## config.mk

```make
export PLATFORM = sky130hd
export DESIGN_NAME = smbios_serial_extractor_top_flat
export DESIGN_NICKNAME = d
export VERILOG_FILES = /design/src/rtl/smbser_pkg.sv /design/src/rtl/smbser_if.sv /design/src/rtl/smbser_csr.sv /design/src/rtl/smbser_core.sv /design/src/rtl/smbios_serial_extractor_top.sv /design/src/flat_wrapper.sv
export SDC_FILE = /design/constraint.sdc
export NUM_CORES = 1
export LEC_CHECK = 0
export BUFFER_PORTS_ARGS = -buffer_cell sky130_fd_sc_hd__buf_2
export CORE_UTILIZATION = 48
export CTS_CLUSTER_SIZE = 20
export DETAILED_ROUTE_END_ITERATION = 10
export PLACE_DENSITY = 0.68
export SKIP_CTS_REPAIR_TIMING = 1
export SLEW_MARGIN = 25
export SYNTH_ARGS = -nofsm -noshare
export SYNTH_HDL_FRONTEND = slang
export SYNTH_SLANG_ARGS = --single-unit
```

## constraint.sdc

```tcl
create_clock -name clock -period 6.4 [get_ports clock]
set_clock_uncertainty 0.1 [all_clocks]
set_input_delay 0.32 -clock clock [delete_from_list [all_inputs] [get_ports clock]]
set_output_delay 0.32 -clock clock [all_outputs]
set_load 0.02 [all_outputs]
```

## src/rtl/smbser_pkg.sv

```systemverilog
// Shared types and constants for the SMBIOS serial-number extractor.
// Depends on nothing; every other file of the block refers to it by scoped names.

package smbser_pkg;

   localparam int BYTE_W       = 8;
   localparam int TABLE_LEN_W  = 13;
   localparam int CSR_DATA_W   = 32;
   localparam int CSR_ADDR_W   = 3;

   localparam logic [7:0] MAX_SERIAL_LENGTH_RESET = 8'd32;

   // Register index as selected by paddr[2] (registers lie at byte 0 and byte 4).
   localparam logic REG_TABLE_LENGTH      = 1'b0;
   localparam logic REG_MAX_SERIAL_LENGTH = 1'b1;

   // Structure type whose header carries the serial number field.
   localparam logic [7:0] KIND_SYSTEM_INFO   = 8'd1;
   // A type-1 header needs at least this many bytes to hold the serial slot.
   localparam logic [7:0] SYSTEM_INFO_MIN_LEN = 8'h08;
   localparam logic [7:0] HEADER_MIN_LEN     = 8'd2;
   localparam logic [7:0] SERIAL_SLOT_POS    = 8'd7;
   localparam logic [7:0] NO_SLOT            = 8'hFF;
   // A structure cannot start when this many bytes or fewer remain.
   localparam logic [TABLE_LEN_W-1:0] MIN_STRUCT_BYTES = 13'd4;

   typedef struct packed {
      logic [TABLE_LEN_W-1:0] table_length;
      logic [BYTE_W-1:0]      max_serial_length;
      logic                   start;
   } cfg_type;

   typedef struct packed {
      logic              char_valid;
      logic [BYTE_W-1:0] serial_char;
      logic              done_res;
      logic              found;
   } result_type;

endpackage

```

## src/rtl/smbser_if.sv

```systemverilog
// Valid/ready channel interfaces for table bytes and extracted serial results.
// Depends on smbser_pkg for the field widths.

interface smbser_req_if;
   logic                             valid;
   logic                             ready;
   logic [smbser_pkg::BYTE_W-1:0]    table_byte;

   modport source (output valid, output table_byte, input ready);
   modport sink   (input valid, input table_byte, output ready);
endinterface

interface smbser_rsp_if;
   logic                             valid;
   logic                             ready;
   logic                             char_valid;
   logic [smbser_pkg::BYTE_W-1:0]    serial_char;
   logic                             done_res;
   logic                             found;

   modport source (output valid, output char_valid, output serial_char,
                   output done_res, output found, input ready);
   modport sink   (input valid, input char_valid, input serial_char,
                   input done_res, input found, output ready);
endinterface

```

## src/rtl/smbser_csr.sv

```systemverilog
// APB-style register file holding the table length and the serial length limit.
// Depends on smbser_pkg for widths, register indexes and the configuration struct.

module smbser_csr (
   input  logic                                 clock,
   input  logic                                 reset,
   input  logic                                 csr_psel,
   input  logic                                 csr_penable,
   input  logic                                 csr_pwrite,
   input  logic [smbser_pkg::CSR_ADDR_W-1:0]    csr_paddr,
   input  logic [smbser_pkg::CSR_DATA_W-1:0]    csr_pwdata,
   output logic [smbser_pkg::CSR_DATA_W-1:0]    csr_prdata,
   output logic                                 csr_pready,
   output smbser_pkg::cfg_type                  cfg
);

   logic [smbser_pkg::TABLE_LEN_W-1:0] table_length_ff, table_length_in;
   logic [smbser_pkg::BYTE_W-1:0]      max_len_ff, max_len_in;
   logic                               start_ff, start_in;
   logic                               wr_en;
   logic                               reg_sel;

   assign csr_pready = 1'b1;
   assign wr_en      = csr_psel & csr_penable & csr_pwrite;
   assign reg_sel    = csr_paddr[2];

   always_comb begin
      table_length_in = table_length_ff;
      max_len_in      = max_len_ff;
      start_in        = 1'b0;
      if (wr_en) begin
         unique case (reg_sel)
            smbser_pkg::REG_TABLE_LENGTH: begin
               table_length_in = csr_pwdata[smbser_pkg::TABLE_LEN_W-1:0];
               start_in        = 1'b1;
            end
            smbser_pkg::REG_MAX_SERIAL_LENGTH: begin
               max_len_in = csr_pwdata[smbser_pkg::BYTE_W-1:0];
            end
            default: begin
               start_in = 1'b0;
            end
         endcase
      end
   end

   always_ff @(posedge clock) begin
      if (reset) begin
         table_length_ff <= '0;
         max_len_ff      <= smbser_pkg::MAX_SERIAL_LENGTH_RESET;
         start_ff        <= 1'b0;
      end else begin
         table_length_ff <= table_length_in;
         max_len_ff      <= max_len_in;
         start_ff        <= start_in;
      end
   end

   always_comb begin
      unique case (reg_sel)
         smbser_pkg::REG_TABLE_LENGTH:
            csr_prdata = smbser_pkg::CSR_DATA_W'(table_length_ff);
         smbser_pkg::REG_MAX_SERIAL_LENGTH:
            csr_prdata = smbser_pkg::CSR_DATA_W'(max_len_ff);
         default:
            csr_prdata = '0;
      endcase
   end

   // The start pulse is registered and comes in the cycle after the write, ahead of any new byte.
   assign cfg.table_length      = table_length_ff;
   assign cfg.max_serial_length = max_len_ff;
   assign cfg.start             = start_ff;

endmodule

```

## src/rtl/smbser_core.sv

```systemverilog
// Scan state and per-byte update of the structure walker and serial emitter.
// Depends on smbser_pkg for widths, constants and the configuration/result structs.

module smbser_core #(
   parameter int MAX_STRING_SLOTS = 16,
   parameter int MAX_TABLE_BYTES  = 4096
) (
   input  logic                              clock,
   input  logic                              reset,
   input  smbser_pkg::cfg_type               cfg,
   input  logic                              step_valid,
   input  logic [smbser_pkg::BYTE_W-1:0]     step_byte,
   output smbser_pkg::result_type            result,
   output logic                              has_result
);

   localparam int SNUM_W = $clog2(MAX_STRING_SLOTS + 2);
   localparam int LEN_W  = smbser_pkg::TABLE_LEN_W;

   localparam logic [2:0] PH_HEADER       = 3'd0;
   localparam logic [2:0] PH_STR_FIRST    = 3'd1;
   localparam logic [2:0] PH_STR_BODY     = 3'd2;
   localparam logic [2:0] PH_EMPTY_SECOND = 3'd3;
   localparam logic [2:0] PH_DONE         = 3'd4;

   logic [2:0]        phase_ff, phase_in;
   logic [7:0]        pos_ff, pos_in;
   logic [7:0]        len_ff, len_in;
   logic [7:0]        kind_ff, kind_in;
   logic [7:0]        slot_ff, slot_in;
   logic [LEN_W-1:0]  remaining_ff, remaining_in;
   logic [SNUM_W-1:0] snum_ff, snum_in;
   logic              prev_null_ff, prev_null_in;
   logic [7:0]        emitted_ff, emitted_in;

   logic [LEN_W-1:0]  start_remaining;
   logic              cv, dn, fd, section_end;
   logic [7:0]        ch, lim, new_slot;

   function automatic logic in_serial(input logic [2:0] ph, input logic [7:0] kind,
                                      input logic prev, input logic [SNUM_W-1:0] num,
                                      input logic [7:0] slot);
      in_serial = (ph == PH_STR_BODY) && (kind == smbser_pkg::KIND_SYSTEM_INFO) && !prev
                  && (num != '0) && (int'(num) - 1 == int'(slot));
   endfunction

   assign start_remaining = (32'(cfg.table_length) > 32'(MAX_TABLE_BYTES))
                            ? LEN_W'(MAX_TABLE_BYTES) : cfg.table_length;
   assign lim      = (cfg.max_serial_length == '0) ? 8'd1 : cfg.max_serial_length;
   assign new_slot = step_byte - 8'd1;

   always_comb begin
      phase_in     = phase_ff;
      pos_in       = pos_ff;
      len_in       = len_ff;
      kind_in      = kind_ff;
      slot_in      = slot_ff;
      remaining_in = remaining_ff;
      snum_in      = snum_ff;
      prev_null_in = prev_null_ff;
      emitted_in   = emitted_ff;
      cv           = 1'b0;
      dn           = 1'b0;
      fd           = 1'b0;
      ch           = '0;
      section_end  = 1'b0;

      if (step_valid && phase_ff != PH_DONE) begin
         if (remaining_ff == '0) begin
            phase_in = PH_DONE;
            dn       = 1'b1;
         end else begin
            remaining_in = remaining_ff - 1'b1;
            unique case (phase_ff)
               PH_HEADER: begin
                  if (pos_ff == 8'd0) begin
                     kind_in = step_byte;
                     if (remaining_ff <= smbser_pkg::MIN_STRUCT_BYTES) begin
                        phase_in = PH_DONE;
                        dn       = 1'b1;
                     end
                  end else if (pos_ff == 8'd1) begin
                     len_in = step_byte;
                     if (step_byte < smbser_pkg::HEADER_MIN_LEN
                         || (14'(step_byte) > (14'(remaining_ff) + 14'd1))
                         || (kind_ff == smbser_pkg::KIND_SYSTEM_INFO
                             && step_byte < smbser_pkg::SYSTEM_INFO_MIN_LEN)) begin
                        phase_in = PH_DONE;
                        dn       = 1'b1;
                     end
                  end else if (pos_ff == smbser_pkg::SERIAL_SLOT_POS
                               && kind_ff == smbser_pkg::KIND_SYSTEM_INFO) begin
                     if (9'(new_slot) >= 9'(MAX_STRING_SLOTS)) begin
                        phase_in = PH_DONE;
                        dn       = 1'b1;
                     end else begin
                        slot_in = new_slot;
                     end
                  end
                  if (phase_in != PH_DONE) begin
                     if (pos_ff != 8'd0 && (9'(pos_ff) + 9'd1) == 9'(len_in)) begin
                        phase_in     = PH_STR_FIRST;
                        snum_in      = '0;
                        prev_null_in = 1'b1;
                     end else begin
                        pos_in = pos_ff + 8'd1;
                     end
                  end
               end
               PH_EMPTY_SECOND: begin
                  section_end = 1'b1;
               end
               default: begin
                  // First byte of a string section or any later one.
                  if (phase_ff == PH_STR_FIRST && step_byte == '0) begin
                     phase_in = PH_EMPTY_SECOND;
                  end else begin
                     phase_in = PH_STR_BODY;
                     if (step_byte == '0) begin
                        if (prev_null_ff) begin
                           section_end = 1'b1;
                        end else begin
                           if (in_serial(PH_STR_BODY, kind_ff, 1'b0, snum_ff, slot_ff)) begin
                              phase_in = PH_DONE;
                              dn       = 1'b1;
                              fd       = 1'b1;
                           end
                           prev_null_in = 1'b1;
                        end
                     end else begin
                        if (prev_null_ff) begin
                           if (int'(snum_ff) <= MAX_STRING_SLOTS) begin
                              snum_in = snum_ff + 1'b1;
                           end
                           prev_null_in = 1'b0;
                        end
                        if (in_serial(PH_STR_BODY, kind_ff, prev_null_in, snum_in, slot_ff)) begin
                           cv         = 1'b1;
                           ch         = step_byte;
                           emitted_in = emitted_ff + 8'd1;
                           if (emitted_in >= lim) begin
                              phase_in = PH_DONE;
                              dn       = 1'b1;
                              fd       = 1'b1;
                           end
                        end
                     end
                  end
               end
            endcase

            if (section_end) begin
               if (kind_ff == smbser_pkg::KIND_SYSTEM_INFO) begin
                  phase_in = PH_DONE;
                  dn       = 1'b1;
               end else begin
                  phase_in     = PH_HEADER;
                  pos_in       = '0;
                  prev_null_in = 1'b0;
               end
            end

            if (phase_in != PH_DONE && remaining_in == '0) begin
               fd       = in_serial(phase_in, kind_in, prev_null_in, snum_in, slot_in);
               phase_in = PH_DONE;
               dn       = 1'b1;
            end
         end
      end
   end

   always_ff @(posedge clock) begin
      if (reset) begin
         phase_ff     <= PH_HEADER;
         pos_ff       <= '0;
         len_ff       <= '0;
         kind_ff      <= '0;
         slot_ff      <= smbser_pkg::NO_SLOT;
         remaining_ff <= '0;
         snum_ff      <= '0;
         prev_null_ff <= 1'b0;
         emitted_ff   <= '0;
      end else if (cfg.start) begin
         phase_ff     <= PH_HEADER;
         pos_ff       <= '0;
         len_ff       <= '0;
         kind_ff      <= '0;
         slot_ff      <= smbser_pkg::NO_SLOT;
         remaining_ff <= start_remaining;
         snum_ff      <= '0;
         prev_null_ff <= 1'b0;
         emitted_ff   <= '0;
      end else begin
         phase_ff     <= phase_in;
         pos_ff       <= pos_in;
         len_ff       <= len_in;
         kind_ff      <= kind_in;
         slot_ff      <= slot_in;
         remaining_ff <= remaining_in;
         snum_ff      <= snum_in;
         prev_null_ff <= prev_null_in;
         emitted_ff   <= emitted_in;
      end
   end

   assign has_result         = cv | dn;
   assign result.char_valid  = cv;
   assign result.serial_char = ch;
   assign result.done_res    = dn;
   assign result.found       = dn & fd;

endmodule

```

## src/rtl/smbios_serial_extractor_top.sv

```systemverilog
// Top level of the SMBIOS serial-number extractor: request and result registers
// around the scan core, plus the APB-style register file.
// Depends on smbser_pkg, smbser_if.sv, smbser_csr and smbser_core.

// The block walks an SMBIOS3 structure table that arrives one byte per request
// on the req channel, after software has written the table length to register 0
// (byte address 0); that write also restarts the scan. Register 1 (byte address 4)
// sets the most serial characters emitted, where 0 acts as 1. The block skips
// every structure that is not type 1, and at the first type-1 structure it
// streams the serial number string out on the rsp channel, one character per
// result, and ends with a result that has done_res set and found telling
// whether the string was located. Requests that cause no character and do not
// end the scan give no result, and after the end every request is taken and
// dropped until the table length is written again; after reset the length is
// 0, so the first request ends the scan not found. One table byte is taken in
// every cycle: each request is held in an input register, updates the scan
// counters in combinational logic as it moves on, and lands its result in the
// output register, from which rsp presents it; it moves on once that register
// is free or being emptied. The rate stays at one request per cycle as long as
// the rsp side takes results; a stalled result holds the input register and
// then the req side. Configuration must be written only while no request is
// in flight.

module smbios_serial_extractor_top #(
   parameter int MAX_STRING_SLOTS = 16,
   parameter int MAX_TABLE_BYTES  = 4096
) (
   input  logic                                 clock,
   input  logic                                 reset,
   smbser_req_if.sink                           req,
   smbser_rsp_if.source                         rsp,
   input  logic                                 csr_psel,
   input  logic                                 csr_penable,
   input  logic                                 csr_pwrite,
   input  logic [smbser_pkg::CSR_ADDR_W-1:0]    csr_paddr,
   input  logic [smbser_pkg::CSR_DATA_W-1:0]    csr_pwdata,
   output logic [smbser_pkg::CSR_DATA_W-1:0]    csr_prdata,
   output logic                                 csr_pready
);

   smbser_pkg::cfg_type     cfg;
   smbser_pkg::result_type  core_result;
   smbser_pkg::result_type  out_ff, out_in;
   logic                    core_has_result;

   // Input register: one accepted request waiting to be applied to the scan.
   logic                           in_valid_ff, in_valid_in;
   logic [smbser_pkg::BYTE_W-1:0]  in_byte_ff, in_byte_in;
   // Output register: one result waiting for the rsp side.
   logic                           out_valid_ff, out_valid_in;
   logic                           advance;
   logic                           req_take;

   smbser_csr u_csr (
      .clock       (clock),
      .reset       (reset),
      .csr_psel    (csr_psel),
      .csr_penable (csr_penable),
      .csr_pwrite  (csr_pwrite),
      .csr_paddr   (csr_paddr),
      .csr_pwdata  (csr_pwdata),
      .csr_prdata  (csr_prdata),
      .csr_pready  (csr_pready),
      .cfg         (cfg)
   );

   // The held request moves on whenever the output register is free or is
   // being emptied in this cycle.
   assign advance   = in_valid_ff & (~out_valid_ff | rsp.ready);
   assign req.ready = ~in_valid_ff | advance;
   assign req_take  = req.valid & req.ready;

   smbser_core #(
      .MAX_STRING_SLOTS (MAX_STRING_SLOTS),
      .MAX_TABLE_BYTES  (MAX_TABLE_BYTES)
   ) u_core (
      .clock      (clock),
      .reset      (reset),
      .cfg        (cfg),
      .step_valid (advance),
      .step_byte  (in_byte_ff),
      .result     (core_result),
      .has_result (core_has_result)
   );

   always_comb begin
      in_valid_in = in_valid_ff;
      in_byte_in  = in_byte_ff;
      if (req_take) begin
         in_valid_in = 1'b1;
         in_byte_in  = req.table_byte;
      end else if (advance) begin
         in_valid_in = 1'b0;
      end
   end

   always_comb begin
      out_valid_in = out_valid_ff;
      out_in       = out_ff;
      if (advance) begin
         out_valid_in = core_has_result;
         out_in       = core_result;
      end else if (rsp.ready) begin
         out_valid_in = 1'b0;
      end
   end

   always_ff @(posedge clock) begin
      if (reset) begin
         in_valid_ff  <= 1'b0;
         out_valid_ff <= 1'b0;
      end else begin
         in_valid_ff  <= in_valid_in;
         out_valid_ff <= out_valid_in;
      end
   end

   always_ff @(posedge clock) begin
      in_byte_ff <= in_byte_in;
      out_ff     <= out_in;
   end

   assign rsp.valid       = out_valid_ff;
   assign rsp.char_valid  = out_ff.char_valid;
   assign rsp.serial_char = out_ff.serial_char;
   assign rsp.done_res    = out_ff.done_res;
   assign rsp.found       = out_ff.found;

`ifndef NO_ASSERTIONS
   // A result always carries a character, the end of the scan, or both.
   a_result_nonempty: assert property (@(posedge clock) disable iff (reset)
      out_valid_ff |-> (out_ff.char_valid || out_ff.done_res))
      else $error("result with neither a character nor the end of the scan");

   // found is only reported on the result that ends the scan.
   a_found_needs_done: assert property (@(posedge clock) disable iff (reset)
      out_valid_ff |-> (!out_ff.found || out_ff.done_res))
      else $error("found set on a result that does not end the scan");

   // A result without a character carries a zero character field.
   a_char_zero: assert property (@(posedge clock) disable iff (reset)
      (out_valid_ff && !out_ff.char_valid) |-> (out_ff.serial_char == '0))
      else $error("serial_char nonzero without char_valid");

   // An empty input register always takes the next request.
   a_ready_when_empty: assert property (@(posedge clock) disable iff (reset)
      !in_valid_ff |-> req.ready)
      else $error("request refused while the input register is empty");

   // A stalled result leaves the held request in place.
   a_hold_on_stall: assert property (@(posedge clock) disable iff (reset)
      (in_valid_ff && out_valid_ff && !rsp.ready) |=> (in_valid_ff && $stable(in_byte_ff)))
      else $error("held request lost while the result register stalls");
`endif

endmodule
```

## src/flat_wrapper.sv

```systemverilog
// flat-port wrapper written by rule: the top's interface ports become plain ports
module smbios_serial_extractor_top_flat 
#(
   parameter int MAX_STRING_SLOTS = 16,
   parameter int MAX_TABLE_BYTES  = 4096
)
  (clock, reset, csr_psel, csr_penable, csr_pwrite, csr_paddr, csr_pwdata, csr_prdata, csr_pready, req_valid, req_table_byte, req_ready, rsp_valid, rsp_char_valid, rsp_serial_char, rsp_done_res, rsp_found, rsp_ready);
  smbser_req_if req_i ();
  smbser_rsp_if rsp_i ();
  input  logic clock;
  input  logic reset;
  input  logic csr_psel;
  input  logic csr_penable;
  input  logic csr_pwrite;
  input  logic [smbser_pkg::CSR_ADDR_W-1:0] csr_paddr;
  input  logic [smbser_pkg::CSR_DATA_W-1:0] csr_pwdata;
  output logic [smbser_pkg::CSR_DATA_W-1:0] csr_prdata;
  output logic csr_pready;
  input wire logic [$bits(req_i.valid)-1:0] req_valid;
  input wire logic [$bits(req_i.table_byte)-1:0] req_table_byte;
  output wire logic [$bits(req_i.ready)-1:0] req_ready;
  output wire logic [$bits(rsp_i.valid)-1:0] rsp_valid;
  output wire logic [$bits(rsp_i.char_valid)-1:0] rsp_char_valid;
  output wire logic [$bits(rsp_i.serial_char)-1:0] rsp_serial_char;
  output wire logic [$bits(rsp_i.done_res)-1:0] rsp_done_res;
  output wire logic [$bits(rsp_i.found)-1:0] rsp_found;
  input wire logic [$bits(rsp_i.ready)-1:0] rsp_ready;
  assign req_i.valid = req_valid;
  assign req_i.table_byte = req_table_byte;
  assign req_ready = req_i.ready;
  assign rsp_valid = rsp_i.valid;
  assign rsp_char_valid = rsp_i.char_valid;
  assign rsp_serial_char = rsp_i.serial_char;
  assign rsp_done_res = rsp_i.done_res;
  assign rsp_found = rsp_i.found;
  assign rsp_i.ready = rsp_ready;
  smbios_serial_extractor_top #(.MAX_STRING_SLOTS(MAX_STRING_SLOTS), .MAX_TABLE_BYTES(MAX_TABLE_BYTES)) u_core (.clock(clock), .reset(reset), .req(req_i), .rsp(rsp_i), .csr_psel(csr_psel), .csr_penable(csr_penable), .csr_pwrite(csr_pwrite), .csr_paddr(csr_paddr), .csr_pwdata(csr_pwdata), .csr_prdata(csr_prdata), .csr_pready(csr_pready));
endmodule
```

==> results.yml <==
timing:
  max_freq_ghz: 0.184
  worstMarginPinSlew_ns: 0.878
  min_period_over_period_pct: 84.9
  finalWorstSetupSlack_ns: 0.967
  slew-limit-headroom_pct: 41.2
  min_period_ns: 5.43
  hold_violations: 0
  setup_violations: 0
  drv_slew: 0
  setup_tns_ns: 0
  rsz0062_at_grt: "no"
clock_network:
  root_buffer: "clkbuf_16"
  clkTransAtPathRegs_ns: 0.06
  cts_sinks: 105
  htree_levels: 3
  cts_tree: "yes"
  clk_latency_ns: 0.36
  cts_made_buffers: 9
  cts.path.max_buffers: 2
finish:
  reg_top3: "u_core.u_core.remaining_ff (13), u_core.u_csr.table_length_ff (13)"
  drive_above_1_share_pct: 11.1
  n_antenna_cell: 0
  layout-area-overhead-vs-synth_pct: 7.39
  nNetsFinal: 942
  fin_cells: 1048
synth:
  syn_inst: 843
  avgSynthCellArea_um2: 8.10
  yosysTopAreaCellShare_pct: 25.2
  ys_seq_elements: 105
  yosysWarnings: 0
  synth-edff-count: 19
  yosysUniqueCellTypes: 74
  yosysMostFrequentCell: "nor2_1"
  ys_seq_area_share_pct: 33.6
  synth_common_cells: "108 x nor2_1, 86 x dfxtp_1, 80 x nand2_1, 66 x a21oi_1, 39 x xnor2_1"
  synth_top_area_cell: "dfxtp_1"
  async_flop_share_pct: 0
  syn_area_um2: 6830
  synthFlopType: "dfxtp_1"
  synth_area_leaders: "dfxtp_1 25%, edfxtp_1 8.4%, nor2_1 5.9%, ha_1 5.3%, xnor2_1 5.0%"
placed_design:
  dp_hpwl_mm: 12.0
  port_buffers: 54
  dp_cells: 1032
  gp_congestion: 0.883
  place_ws_ns: 1.06
power:
  totalPowerFinal_mw: 2.34
  clkPwrFrac_pct: 22.0
  power_density_nw_per_um2: 319
  leakagePower_nw: 2.92
  power_switching_uw: 949
  netSwitchingFraction_pct: 40.5
  power.internal_mw: 1.39
  ir_worst_vdd_uv: 269
  combPwrFrac_pct: 41.3
  p_seq_share_pct: 36.7
setup_path:
  r2r_cells: 17
  crit_fanout: 9
  reg2reg_to: "u_core.rsp.found"
  critPathTopFamily: "simple AND/OR/NAND/NOR gates"
  crit-reg2reg-launch: "u_core.u_core.pos_ff[0]"
  crit_required_ns: 6.40
  crit_path_cell_trace: "inv_1 -> ha_1 -> or4b_4 -> or3_1 -> mux2i_4 -> xnor2_1 -> or4_4 -> or4_1 -> nand2_1 -> ha_1 -> nand2_1 -> a21oi_1 -> a31oi_1 -> xnor2_1 -> nor4_1 -> and4bb_2 -> a32o_1"
  crit_type: "reg2reg"
  crit_slowest_cell: "or4_1"
  worst-path-buf-inv: 1
  end_kind: "flop"
  cp-start-kind: "flop"
  critical_path.endpoint: "u_core.rsp.found"
  reg2reg_slack_ns: 0.97
  crit_arrival_ns: 5.43
  startpoint: "u_core.u_core.pos_ff[0]"
  cp_num_cells: 17
  critical-path-max-stage-delay_ns: 0.73
global_route:
  grt_max_degree: 39
  grt_antenna_before_repair: 0
  grt_pass1_vias: 5500
  grt_use_total_pct: 23.5
  grt_pass1_wl_mm: 27.1
  gr-total-overflow: 0
job:
  cap_viol_max_count: 0
detailed_routing:
  wl_per_cell_um: 15.7
  routed_wl_mm: 16.4
  num_vias: 5869
  antenna_left: 0
  via_per_inst: 5.60
  drt_iter0_drc: 356
  route.detailed.drc: 0
  firstDrtPassIters: 5
floorplanning:
  die_h_um: 121
  core-area_um2: 13900
  initial_utilization_pct: 49.2
  die_area_um2: 14700
  die_x_um: 121
  std_cell_rows: 43
  ioPinCount: 96
status:
  outcome: "complete, no violations"
min_path:
  hp-class: "in2reg"
power groups by stage:
stage                     Combinational (mW)  Sequential, mW  Clock, mW
after floorplan                        0.805           0.803          0
after global routing                    1.09           0.876      0.550
after global placement                 0.951           0.869          0
after CTS                              0.961           0.855      0.528
after detailed placement               0.955           0.870          0
final                                  0.967           0.859      0.516
layer usage:
layer	vias to the layer above	GRT usage (%)	share of wire, %
li1	2971	-	-
met1	2692	30.5	46
met5	-	0	0
met2	185	39.5	46
met3	21	4.14	6.2
met4	0	7.10	1.7
layout by cell type, fill, tap and decap left out, types with 4 or more instances in the layout:
master / instances
nand4_1: 11
ha_1: 29
xor2_1: 26
nand3_1: 22
nand4b_1: 4
a31oi_1: 12
mux2i_1: 31
edfxtp_1: 19
conb_1: 20
inv_1: 37
xnor2_1: 39
nor2_1: 108
buf_2: 54
a21oi_1: 66
o21ai_0: 35
clkinv_2: 4
or4_1: 5
nor4_1: 20
mux2_2: 10
nor2b_1: 10
nand2b_1: 4
a211oi_1: 5
or3_1: 10
nor3_1: 21
dfxtp_1: 86
and3_1: 4
and2_1: 13
a32oi_1: 4
and4_1: 5
nand2_1: 80
clkbuf_16: 9
cell type report:
cell class | instances | area [µm²]
Clock inverter | 5 | 28.8
Timing Repair Buffer | 57 | 293
Sequential cell | 105 | 2290
Multi-Input combinational cell | 653 | 4110
Fill cell | 1307 | 6550
Tap cell | 180 | 225
Inverter | 37 | 139
Clock buffer | 11 | 243
metrics by stage:
step	utilization, %	hold slack, ns	area (µm²)
floorplan	-	0.319	6890
global placement	50.8	0.357	7050
detailed placement	50.8	0.365	7050
CTS	52.8	0.0327	7330
global route	52.8	0.0332	7330
finish	52.8	0.0431	7330
kinds of logic (layout without fill, tap and decap cells):
logic type / count (synthesis) / after routing / synth area share (%)
AOI/OAI and AO/OA: 166 / 166 / 15.2
xor gates and xnor gates: 65 / 65 / 8.34
adders and majority gates: 29 / 29 / 5.32
buffers and inverters: 103 / 110 / 7.26
DFF: 105 / 105 / 33.6
muxes: 42 / 42 / 6.53
other: 2 / 20 / 0.110
and+or+nand+nor: 331 / 331 / 23.7
worst min path at each step:
| stage | from | slack (ns) | endpoint | cells past startpoint |
|---|---|---|---|---|
| global route | req_table_byte[4] | 0.03 | u_core.in_byte_ff[4] | 1 |
| global placement | u_core.u_core.slot_ff[6] | 0.36 | u_core.u_core.slot_ff[6] | 2 |
| CTS | req_table_byte[3] | 0.03 | u_core.in_byte_ff[3] | 1 |
| floorplan | req_table_byte[0] | 0.32 | u_core.in_byte_ff[0] | 0 |
| detailed placement | u_core.u_csr.max_len_ff[2] | 0.37 | u_core.u_csr.max_len_ff[2] | 2 |
| finish | req_table_byte[2] | 0.04 | u_core.in_byte_ff[2] | 1 |
(Power assumes the default switching activity.)
